## src/rtl/core/qdt_pkg.sv

```systemverilog
// Shared constants, codes and helpers of the dynamic table bookkeeping block.
package qdt_pkg;

    localparam int RING_DEPTH     = 1024;
    localparam int SLOT_W         = $clog2(RING_DEPTH);
    localparam int CNT_W          = $clog2(RING_DEPTH + 1);
    localparam int SUM_W          = CNT_W + 1;
    localparam int LEN_W          = 16;
    localparam int ENTRY_OVERHEAD = 32;
    localparam int STATIC_ENTRIES = 99;
    localparam int LIMIT_W        = 15;
    localparam int MAXENT_W       = LIMIT_W - 5;
    localparam int RANGE_W        = MAXENT_W + 1;
    localparam int DVD_W          = 33;
    localparam logic [LIMIT_W-1:0] LIMIT_RESET = 15'd16384;

    // Commands.
    localparam logic [2:0] CMD_SET_CAP  = 3'd0;
    localparam logic [2:0] CMD_NAME_REF = 3'd1;
    localparam logic [2:0] CMD_LITERAL  = 3'd2;
    localparam logic [2:0] CMD_DUP      = 3'd3;
    localparam logic [2:0] CMD_DECODE   = 3'd4;
    localparam logic [2:0] CMD_ACK      = 3'd5;
    localparam logic [2:0] CMD_FLUSH    = 3'd6;

    // Result status codes.
    localparam logic [1:0] ST_OK       = 2'd0;
    localparam logic [1:0] ST_ENC_ERR  = 2'd1;
    localparam logic [1:0] ST_DEC_FAIL = 2'd2;
    localparam logic [1:0] ST_BLOCKED  = 2'd3;

    // Name lengths of the static table.
    localparam logic [5:0] STATIC_NAME_LEN [STATIC_ENTRIES] = '{
        6'd10, 6'd5, 6'd3, 6'd19, 6'd14, 6'd6, 6'd4, 6'd4, 6'd17, 6'd13,
        6'd13, 6'd4, 6'd8, 6'd7, 6'd10, 6'd7, 6'd7, 6'd7, 6'd7, 6'd7,
        6'd7, 6'd7, 6'd7, 6'd7, 6'd7, 6'd7, 6'd7, 6'd7, 6'd7, 6'd6,
        6'd6, 6'd15, 6'd13, 6'd28, 6'd28, 6'd27, 6'd13, 6'd13, 6'd13, 6'd13,
        6'd13, 6'd13, 6'd16, 6'd16, 6'd12, 6'd12, 6'd12, 6'd12, 6'd12, 6'd12,
        6'd12, 6'd12, 6'd12, 6'd12, 6'd12, 6'd5, 6'd25, 6'd25, 6'd25, 6'd4,
        6'd4, 6'd22, 6'd16, 6'd7, 6'd7, 6'd7, 6'd7, 6'd7, 6'd7, 6'd7,
        6'd7, 6'd7, 6'd15, 6'd32, 6'd32, 6'd28, 6'd28, 6'd28, 6'd28, 6'd29,
        6'd30, 6'd29, 6'd29, 6'd7, 6'd13, 6'd23, 6'd10, 6'd9, 6'd9, 6'd8,
        6'd6, 6'd7, 6'd6, 6'd19, 6'd25, 6'd10, 6'd15, 6'd15, 6'd15
    };

    // Ring slot a given number of entries after a base slot; the offset used
    // never exceeds the ring depth, so one conditional subtract wraps it.
    function automatic logic [SLOT_W-1:0] slot_add(input logic [SLOT_W-1:0] base,
                                                   input logic [CNT_W-1:0] offs);
        logic [SUM_W-1:0] sum;
        sum = SUM_W'(base) + SUM_W'(offs);
        if (sum >= SUM_W'(RING_DEPTH)) begin
            sum = sum - SUM_W'(RING_DEPTH);
        end
        return sum[SLOT_W-1:0];
    endfunction

endpackage

```

## src/rtl/core/qdt_rem.sv

```systemverilog
// Bit-serial remainder unit: dividend modulo divisor, one dividend bit per cycle.
module qdt_rem (
    input  logic                        i_clk,
    input  logic                        i_rst_n,
    input  logic                        i_start,
    input  logic [qdt_pkg::DVD_W-1:0]   i_dividend,
    input  logic [qdt_pkg::RANGE_W-1:0] i_divisor,
    output logic                        o_done,
    output logic [qdt_pkg::RANGE_W-1:0] o_rem
);

    localparam int CNT_BITS = $clog2(qdt_pkg::DVD_W + 1);

    logic [qdt_pkg::DVD_W-1:0]   r_dvd;
    logic [qdt_pkg::RANGE_W-1:0] r_div;
    logic [qdt_pkg::RANGE_W-1:0] r_rem;
    logic [CNT_BITS-1:0]         r_cnt;
    logic                        r_busy;
    logic                        r_done;
    logic [qdt_pkg::RANGE_W:0]   shifted;
    logic [qdt_pkg::RANGE_W:0]   n_rem;

    // One restoring step: bring in the next dividend bit, subtract if it fits.
    always_comb begin
        shifted = {r_rem, r_dvd[qdt_pkg::DVD_W-1]};
        if (shifted >= {1'b0, r_div}) begin
            n_rem = shifted - {1'b0, r_div};
        end else begin
            n_rem = shifted;
        end
    end

    // Step sequencer.
    always_ff @(posedge i_clk) begin
        if (!i_rst_n) begin
            r_busy <= 1'b0;
            r_done <= 1'b0;
            r_cnt  <= '0;
        end else begin
            r_done <= 1'b0;
            if (i_start) begin
                r_dvd  <= i_dividend;
                r_div  <= i_divisor;
                r_rem  <= '0;
                r_cnt  <= CNT_BITS'(qdt_pkg::DVD_W);
                r_busy <= 1'b1;
            end else if (r_busy) begin
                r_rem <= n_rem[qdt_pkg::RANGE_W-1:0];
                r_dvd <= {r_dvd[qdt_pkg::DVD_W-2:0], 1'b0};
                r_cnt <= r_cnt - CNT_BITS'(1);
                if (r_cnt == CNT_BITS'(1)) begin
                    r_busy <= 1'b0;
                    r_done <= 1'b1;
                end
            end
        end
    end

    assign o_done = r_done;
    assign o_rem  = r_rem;

endmodule

```

## config.mk

```make
export PLATFORM = sky130hd
export DESIGN_NAME = qdt_rem
export DESIGN_NICKNAME = d
export VERILOG_FILES = /design/src/rtl/core/qdt_pkg.sv /design/src/rtl/core/qdt_rem.sv
export SDC_FILE = /design/constraint.sdc
export NUM_CORES = 1
export LEC_CHECK = 0
export BUFFER_PORTS_ARGS = -buffer_cell sky130_fd_sc_hd__buf_4
export CORE_UTILIZATION = 40
export CTS_BUF_LIST = sky130_fd_sc_hd__clkbuf_4
export CTS_CLUSTER_DIAMETER = 150
export DETAILED_ROUTE_END_ITERATION = 6
export PLACE_DENSITY = 0.74
export SYNTH_ARGS = -nofsm -noshare
export SYNTH_HDL_FRONTEND = slang
export SYNTH_SLANG_ARGS = --single-unit
```

## constraint.sdc

```tcl
create_clock -name i_clk -period 2.12 [get_ports i_clk]
set_input_delay 0.424 -clock i_clk [delete_from_list [all_inputs] [get_ports i_clk]]
set_output_delay 0.424 -clock i_clk [all_outputs]
set_load 0.01 [all_outputs]
```

* After elaboration in Yosys (flattened, before gate mapping)
Index checks and enable logic that the tools add are counted.
Word-level totals: register bits 63
Cells by class: equality and inequality tests 1, add/sub/neg operators 2, multiplexer cells 10, reductions and logical operators 5, bitwise gates (word level) 2, $lt $le $gt $ge 1
Operators with widths (number):
- 33-bit 2-to-1 mux | 2
- 11-bit 2-to-1 mux | 2
- 12-bit by 11-bit >= comparator with 1-bit output | 1
- 6-bit 2-to-1 mux | 2
- 11-bit subtractor | 1
- 6-bit by 1-bit == test with 1-bit output (second input constant) | 1
- 6-bit by 1-bit subtractor with 6-bit output (second input constant) | 1
- 1-bit 2-to-1 mux | 4
- 2-bit AND reduction | 2
- 3-bit OR reduction | 1
- 1-bit inverter | 2
- 2-bit nonzero test | 1
- 2-bit OR reduction | 1

* Longest topological paths before layout
Gate-level depths: netlist of the first run.
word-level depth 4, gate-level depth with buffers 10

* Worst setup path after synthesis of the first run
Ideal clock, no wire load.
path kind register to register, start point register r_rem (netlist bit o_rem[1]), end point register r_rem (netlist bit o_rem[7]) (data pin), library setup time 0.266 ns, path buffers 1, cell stages (with the launch flop) 9, slack -0.167 ns, data arrival time 2.021 ns, cells stage by stage edfxtp_1 ha_1 nand2b_1 a21oi_1 o21a_1 o31ai_4 buf_6 mux2i_1 nor2_1
Between the ends: longest elaborated chain between the ends 3
RTL lines:
- from (decl) | RTL line qdt_rem.sv:16 | logic [qdt_pkg::RANGE_W-1:0] r_rem;
- from (signal assigned) | RTL line qdt_rem.sv:48 | r_rem <= n_rem[qdt_pkg::RANGE_W-1:0];
- 11-bit subtractor / 12-bit by 11-bit >= comparator with 1-bit output (equally long branches) | RTL line qdt_rem.sv:27, qdt_rem.sv:26
- 11-bit 2-to-1 mux * | RTL line qdt_rem.sv:26 | if (shifted >= {1'b0, r_div}) begin
- 11-bit 2-to-1 mux * | RTL line qdt_rem.sv:47 | end else if (r_busy) begin
Every way passes the cells marked *; elsewhere a longest branch is shown, timed or not. The select of a mux whose other input is x is not followed. A chain may end at the register's enable or synchronous reset.

* Worst setup path after layout of the first run
start point register r_div[0] (netlist name), end point register r_rem (netlist bit o_rem[6]) (data pin)
Between the ends: longest elaborated chain between the ends 3
RTL lines:
- from (decl) | RTL line qdt_rem.sv:15 | logic [qdt_pkg::RANGE_W-1:0] r_div;
- from (signal assigned) | RTL line qdt_rem.sv:43 | r_div <= i_divisor;
- 11-bit subtractor / 12-bit by 11-bit >= comparator with 1-bit output (equally long branches) | RTL line qdt_rem.sv:27, qdt_rem.sv:26
- 11-bit 2-to-1 mux * | RTL line qdt_rem.sv:26
- 11-bit 2-to-1 mux * | RTL line qdt_rem.sv:47
Marked as above.

==> results.md, run 1 <==
- Root Driver: clkbuf_4
- DR top layer: met4
- Max FO, Critical Path: 2
- Synth Area in Adders: a little under 6%
- Hold WS: approximately 190 ps
- Drt wl/cell: approximately 15 um
- CP endpoint kind: flop
- I/O pin count: approximately 60
- Post-synthesis compound-gate area fraction: ~8.9%
- Clock latency on the worst-skew pair: approximately 400 ps
- CTS max path bufs: 2
- H-Tree Depth: 3
- Cell Chain, Critical Path: ha_4 > fa_2 > nand2b_4 > a211oi_4 > o21a_1 > nor3_2 > or3b_1 > a21oi_2
- Worst path required time: 2370 ps
- Via count: 2,155
- Max Clk Rate: 436 MHz
- Number of antenna repair diodes: 0
- Internal power: approximately 2300 uW
- Mux contribution to synthesized area: about 13%
- Post-synth EDFFs: 55
- Cells after Synth: 232
- Setup CP Type: flop to flop
- XOR/XNOR Fraction of Synth Area: under 10%
- Cell Area, Placed: a little under 4000 um2
- Max-slew violations: 0
- Leak Pwr: between 0.0015 and 0.002 uW
- Worst hold path type: input pin to flop
- CTS tree: done
- Synthesis-stage register bit count: 63
- Routed wl met2: 3230 um
- Top_reg_cell synth: edfxtp_1
- Delay of the slowest critical-path stage: about 430 ps
- Ys async rst share: 0%
- Final-report hold violation count: 0
- Post-Route WL: about 6500 um
- R2R cell count: 8
- Setup Viol. Count Final: 11
- Sequential element share of the synthesized area: 58.3%
- Total GRT Usage: ~16%
- Hpwl dp: 4510 um
- Setup WS post-layout: -176 ps
- RR Endpoint: o_rem[6]$_SDFFCE_PP0P_
- Routed Antenna Nets: 0
- YS warnings: 0
- Layout cell share with drive strength beyond 1: around 49%
- Power Density: between 700 and 800 nW/um2
- Nets@finish: 388
- R2r startpoint: r_div[0]$_DFFE_PP_
- Slew margin rel.: 69.1%
- GRT overflow: 0
- Simple-gate portion of the synthesized area: 8.18%
- Hold depth: 1
- Initial core utilization: 42.1%
- Net Sw Frac: 27.6%
- Finished Cell Area: 4160 um2
- Synth Net Count: slightly below 300
- Die height: 90.1 um
- Sequential power share: between 40 and 50%
- RSZ-0062 raised after global routing: yes
- CP max-delay cell: edfxtp_1
- Startpoint types: flop
- CP arrival: ~2600 ps
- Clock Power Share: roughly 25%
- Reg-to-reg slack, setup: -180 ps
- Main combinational cell family by area after synthesis: multiplexers
- RePlAce Congestion: 0.854
- Worst slew pin tran: 462 ps
- Fin Clk Skew: 15.2 ps
- Post-synthesis instance area: approximately 3100 um2
- Avg Cell Area, Syn: 13.4 um2
- DR DRC count: 0
- Area growth syn-to-layout: 33.8%
- Width of the die: between 90 and 100 um
- Failing checks: setup timing
- Site Rows: 31
- Hold path endpoint: r_div[3]$_DFFE_PP_
- Sw Pwr: slightly below 900 uW
- CTS Sinks: 63
- Number of global-route vias before repair: approximately 2,200
- Logic pwr share: roughly 27%
- Largest net degree at the start of global routing: 27
- Max_cap viols: 0
- Initial DRC Count: roughly 140
- Core area: 7370 um2
- Reg clk slew, reported paths: approximately 110 ps
- Status: finished with violations
- Crit share post-route: 108%
- Peak supply drop: about 0.00052 V
- Cts hold-fix bufs: 0
- Avg Vias per Cell: approximately 5.0
- Hold_sp: i_divisor[3]
- First-pass GRT wire length: approximately 10,000 um
- CTS Buf Count: 9
- Antenna violations before repair: 0
- Post-layout min period: between 2000 and 2500 ps
- Port Buf Inserts: 58
- DIE AREA: 8120 um2
- Wire length on met3: approximately 470 um
- Library cells used by synthesis: just over 40
- DR pass1 iterations: 4
- Wl on met1: between 2000 and 3000 um
## sequential cells by signal, summed over array words and instances, names as in the netlist
signal,cells
r_cnt,6
o_done,1
o_rem,11
r_div,11
r_dvd,33
r_busy,1
## layer usage
layer  up-vias  global-route usage (%)
met5         -                       0
met4         0                    7.26
met3        10                    5.67
met2        74                    25.6
met1      1019                    20.0
li1       1052                       -
## critical path: cells and delay by family, from the launching register on
family	cells	cell delay [ps]
and+or+nand+nor	3	610
AOI/OAI and AO/OA	3	580
adders and majority gates	2	530
DFF	1	430
## placed cells by master, fill, tap and decap left out, drive strengths merged, types with 8 or more instances in the layout
cell / Yosys / final
buf: 2 / 91
clkbuf: 5 / 10
dfxtp: 8 / 8
edfxtp: 55 / 55
ha: 13 / 13
inv: 16 / 16
mux2: 32 / 32
nand2: 8 / 8
nor2: 18 / 18
o21a: 8 / 8
## repair_timing
action | CTS | global route
gates resized for setup | 5 | 15
setup buffers | 2 | 6
endpoints found under the setup margin | 10 | 11
pin swaps | 0 | 9
## cell families (layout without fill, tap and decap cells)
| kind of cell | after synthesis | in the layout |
|---|---|---|
| and+or+nand+nor | 49 | 49 |
| buffers and inverters | 23 | 123 |
| xor gates and xnor gates | 10 | 10 |
| DFF | 63 | 63 |
| muxes | 36 | 36 |
| AOI/OAI and AO/OA | 37 | 37 |
| adders and majority gates | 14 | 14 |
## how the worst max path moves through the flow
| stage | cells after the start | endpoint | from | slack (ps) |
|---|---|---|---|---|
| 2_1_floorplan | 10 | o_rem[7]$_SDFFCE_PP0P_ | r_dvd[32]$_DFFE_PP_ | -60 |
| 3_3_place_gp | 10 | o_rem[2]$_SDFFCE_PP0P_ | r_dvd[32]$_DFFE_PP_ | -30 |
| 3_5_place_dp | 10 | o_rem[2]$_SDFFCE_PP0P_ | r_dvd[32]$_DFFE_PP_ | -110 |
| 4_1_cts | 8 | o_rem[6]$_SDFFCE_PP0P_ | r_div[0]$_DFFE_PP_ | -120 |
| 5_1_grt | 10 | o_rem[4]$_SDFFCE_PP0P_ | r_dvd[32]$_DFFE_PP_ | -260 |
| 6_report | 8 | o_rem[6]$_SDFFCE_PP0P_ | r_div[0]$_DFFE_PP_ | -180 |
## final cells by class
| cell class | instances | area [um2] |
|---|---|---|
| clock inverters | 6 | 61.3 |
| inverters | 16 | 60.1 |
| multi-input cells | 146 | 1320 |
| repair buffers | 91 | 703 |
| well taps | 99 | 124 |
| fillers | 635 | 3210 |
| clock buffers | 10 | 75.1 |
| flip-flops and latches | 63 | 1810 |
## synthesized netlist by cell type, drive strengths merged (2+ instances only)
library cell	n	share of area (%)
xor2	4	1.1
mux2i	4	1.3
nor2	18	2.2
dfxtp	8	5.2
nand2	8	0.97
nor3	6	0.97
mux2	32	12
ha	13	5.2
clkbuf	5	0.60
a21oi	7	1.1
o31ai	3	1.2
nand2b	3	0.60
o21ai	6	0.97
o21a	8	1.9
edfxtp	55	53
buf	2	0.48
inv	16	1.9
and3	2	0.40
a211oi	4	0.97
xnor2	6	1.7
nand3b	2	0.48
nor2b	4	0.81
## per-stage QoR
| step | setup WS [ps] | power, uW | std cells | setup TNS (ps) | util, % |
|---|---|---|---|---|---|
| 3_3_place_gp | -30.3 | 2280 | 407 | -96.3 | 52.6 |
| 5_1_grt | -265 | 3330 | 431 | -2330 | 56.4 |
| 3_5_place_dp | -106 | 2300 | 407 | -523 | 52.6 |
| 4_1_cts | -117 | 3120 | 425 | -640 | 55.0 |
| 2_1_floorplan | -61.2 | 2000 | 232 | -122 | - |
| 6_report | -176 | 3170 | 431 | -1330 | 56.4 |
## power by group through the flow
| stage | clock network, uW | logic, uW | registers (uW) |
|---|---|---|---|
| 2_1_floorplan | 0 | 457 | 1550 |
| 3_3_place_gp | 0 | 739 | 1540 |
| 3_5_place_dp | 0 | 758 | 1540 |
| 4_1_cts | 829 | 779 | 1510 |
| 5_1_grt | 878 | 927 | 1520 |
| 6_report | 803 | 852 | 1510 |
Power figures use the tool's default switching activity.
==> run 2: changes to the inputs <==
CORE_UTILIZATION = 52   (was 40)
PLACE_DENSITY = 0.9   (was 0.74)
==> results.md, run 2 (same netlist as run 1, synthesis figures left out) <==
- Status: finished with violations
- Failing checks: setup timing
- Peak supply drop: 0.000483 V (-6.5%)
- Setup Viol. Count Final: 11 (unchanged)
- GRT overflow: 0 (unchanged)
- Top Family by Delay on Critical Path: compound AO/OA/AOI/OAI gates
- Die height: 79.3 um (-12%)
- Setup CP Type: flop to flop
- Buf/Inv on CP: 0 (unchanged)
- DIE AREA: 6290 um2 (-23%)
- Routed Antenna Nets: 0 (unchanged)
- Fin Clk Skew: 10.3 ps (-4.82 ps)
- DR DRC count: 0 (unchanged)
- RePlAce Congestion: 0.815 (-4.6%)
- Commonest cells after routing, fill and taps aside: 78 x buf_4, 55 x edfxtp_1, 32 x mux2_2
- Post-Route WL: 6490 um (+0.12%)
- Worst hold path type: input pin to flop
- CTS Buf Count: 9 (unchanged)
- Delay of the slowest critical-path stage: 440 ps (about the same)
- RSZ-0062 raised after global routing: yes
- Post-layout min period: 2300 ps (+7.73 ps)
- Hpwl dp: 4340 um (-3.8%)
- Reg clk slew, reported paths: 100 ps (about the same)
- Setup TNS: -1020 ps (+312 ps)
- Site Rows: 27 (-13%)
- Cell Chain, Critical Path: ha_4 > fa_2 > nand2b_4 > a211oi_2 > o21a_1 > nor3_1 > or3b_1 > a21oi_1
- Max FO, Critical Path: 2 (unchanged)
- Max_cap viols: 0 (unchanged)
- Clock latency on the worst-skew pair: 390 ps (about the same)
- DR pass1 iterations: 5 (+1)
- H-Tree Depth: 3 (unchanged)
- Antenna violations before repair: 0 (unchanged)
- Final-report hold violation count: 0 (unchanged)
- Power Density: 755 nW/um2 (-0.97%)
- Nets@finish: 379 (-2.3%)
- Hold WS: 206 ps (+14.8 ps)
- I/O pin count: 59 (unchanged)
- Layout cell share with drive strength beyond 1: 47.4% (-2.0 points)
- Setup WS post-layout: -184 ps (-7.73 ps)
- Avg Vias per Cell: 5.61 (+12%)
- Port Buf Inserts: 58 (unchanged)
- Startpoint types: flop
- Post-Layout Cell Count: 395 (-8.4%)
- Overall Power: 3040 uW (-4.2%)
- Dpl cells: 373 (-8.4%)
- Largest net degree at the start of global routing: 36 (+33%)
- Area growth syn-to-layout: 29.5%
- Number of antenna repair diodes: 0 (unchanged)
- Worst path required time: 2360 ps (about the same)
- Core area: 5640 um2 (-23%)
- CTS tree: done
- Via count: 2,217 (+2.9%)
- Crit share post-route: 109% (+0.36 points)
- Max Clk Rate: 434 MHz (-0.34%)
- CP arrival: 2550 ps (about the same)
- CP max-delay cell: edfxtp_1
- CP endpoint kind: flop
- Slew margin rel.: 65.9% (-3.3 points)
- Flip-flop count of the largest register after layout: 33 (unchanged)
- Number of global-route vias before repair: 2,136 (-1.2%)
- Worst slew pin tran: 511 ps (+48.8 ps)
- Leak Pwr: 0.00163 uW (-3.0%)
- Register bank with the most flops: r_dvd
- CTS max path bufs: 2 (unchanged)
- First-pass GRT wire length: 9940 um (-2.8%)
- Total GRT Usage: 21.3% (+5.1 points)
- CTS Sinks: 63 (unchanged)
- Initial core utilization: 55.0% (+13 points)
- Most common cell after layout, fill and taps aside: buf_4
- Width of the die: 79.3 um (-12%)
- Max-slew violations: 0 (unchanged)
- Root Driver: clkbuf_4
- Initial DRC Count: 146 (+2.8%)
- Drt wl/cell: 16.4 um (+9.2%)
## run 2: cell types whose count changed in the layout (fill, tap and decap cells not counted), sizes merged
cell and change:
clkbuf +4, bufinv -1, buf -9, clkinvlp -3
## run 2: worst paths after layout
kind	from	end	slack (ps)	cells past startpoint
max	r_div[0]$_DFFE_PP_	o_rem[6]$_SDFFCE_PP0P_	-180	8
min	i_divisor[6]	r_div[6]$_DFFE_PP_	210	1
max reg2reg	r_div[0]$_DFFE_PP_	o_rem[6]$_SDFFCE_PP0P_	-180	8
min reg2reg	r_cnt[1]$_SDFFE_PP0P_	r_cnt[1]$_SDFFE_PP0P_	530	2
## run 2: layout make-up
type / count / area [um2]
clock buffers: 14 / 105
clock inverters: 2 / 7.51
fillers: 391 / 1620
inverters: 16 / 60.1
multi-input cells: 146 / 1320
flip-flops and latches: 63 / 1810
well taps: 72 / 90.1
repair buffers: 82 / 633
## run 2: routing by layer
| layer | global-route usage (%) | vias up | share of wire [%] |
|---|---|---|---|
| met1 | 26.8 | 1076 | 42 |
| met2 | 34.9 | 91 | 50 |
| met4 | 6.55 | 0 | 1.4 |
| met5 | 0 | - | 0 |
| li1 | - | 1037 | - |
| met3 | 6.90 | 13 | 6.7 |
## run 2: worst register-to-register path, stage by stage, from the launching register on
cell      delay [ps]
edfxtp_1         440
ha_4             200
fa_2             340
nand2b_4         170
a211oi_2         290
o21a_1           180
nor3_1            50
or3b_1           370
a21oi_1          130
## run 2: timing repair
action,4_1_cts,5_1_grt
buffers inserted,1,4
endpoints found under the setup margin,11,11
gates cloned,1,0
gates resized for setup,5,11
pin swaps,6,4
hold buffers,0,0
## run 2: power by group
| part | switching [uW] | internal [uW] | total (uW) | leakage [uW] |
|---|---|---|---|---|
| clock | 398 | 302 | 700 | 0.0000675 |
| combinational | 395 | 426 | 821 | 0.000971 |
| sequential | 45.0 | 1470 | 1520 | 0.000590 |
| total | 838 | 2200 | 3040 | 0.00163 |
## run 2: through the flow
stage / area (um2) / utilization [%] / worst slack [ps]
after floorplan: 3150 / - / -61.2
after global placement: 3790 / 67.2 / -2.94
after detailed placement: 3790 / 67.2 / -93.7
after CTS: 3940 / 69.8 / -107
after global routing: 4020 / 71.3 / -233
final: 4020 / 71.3 / -184
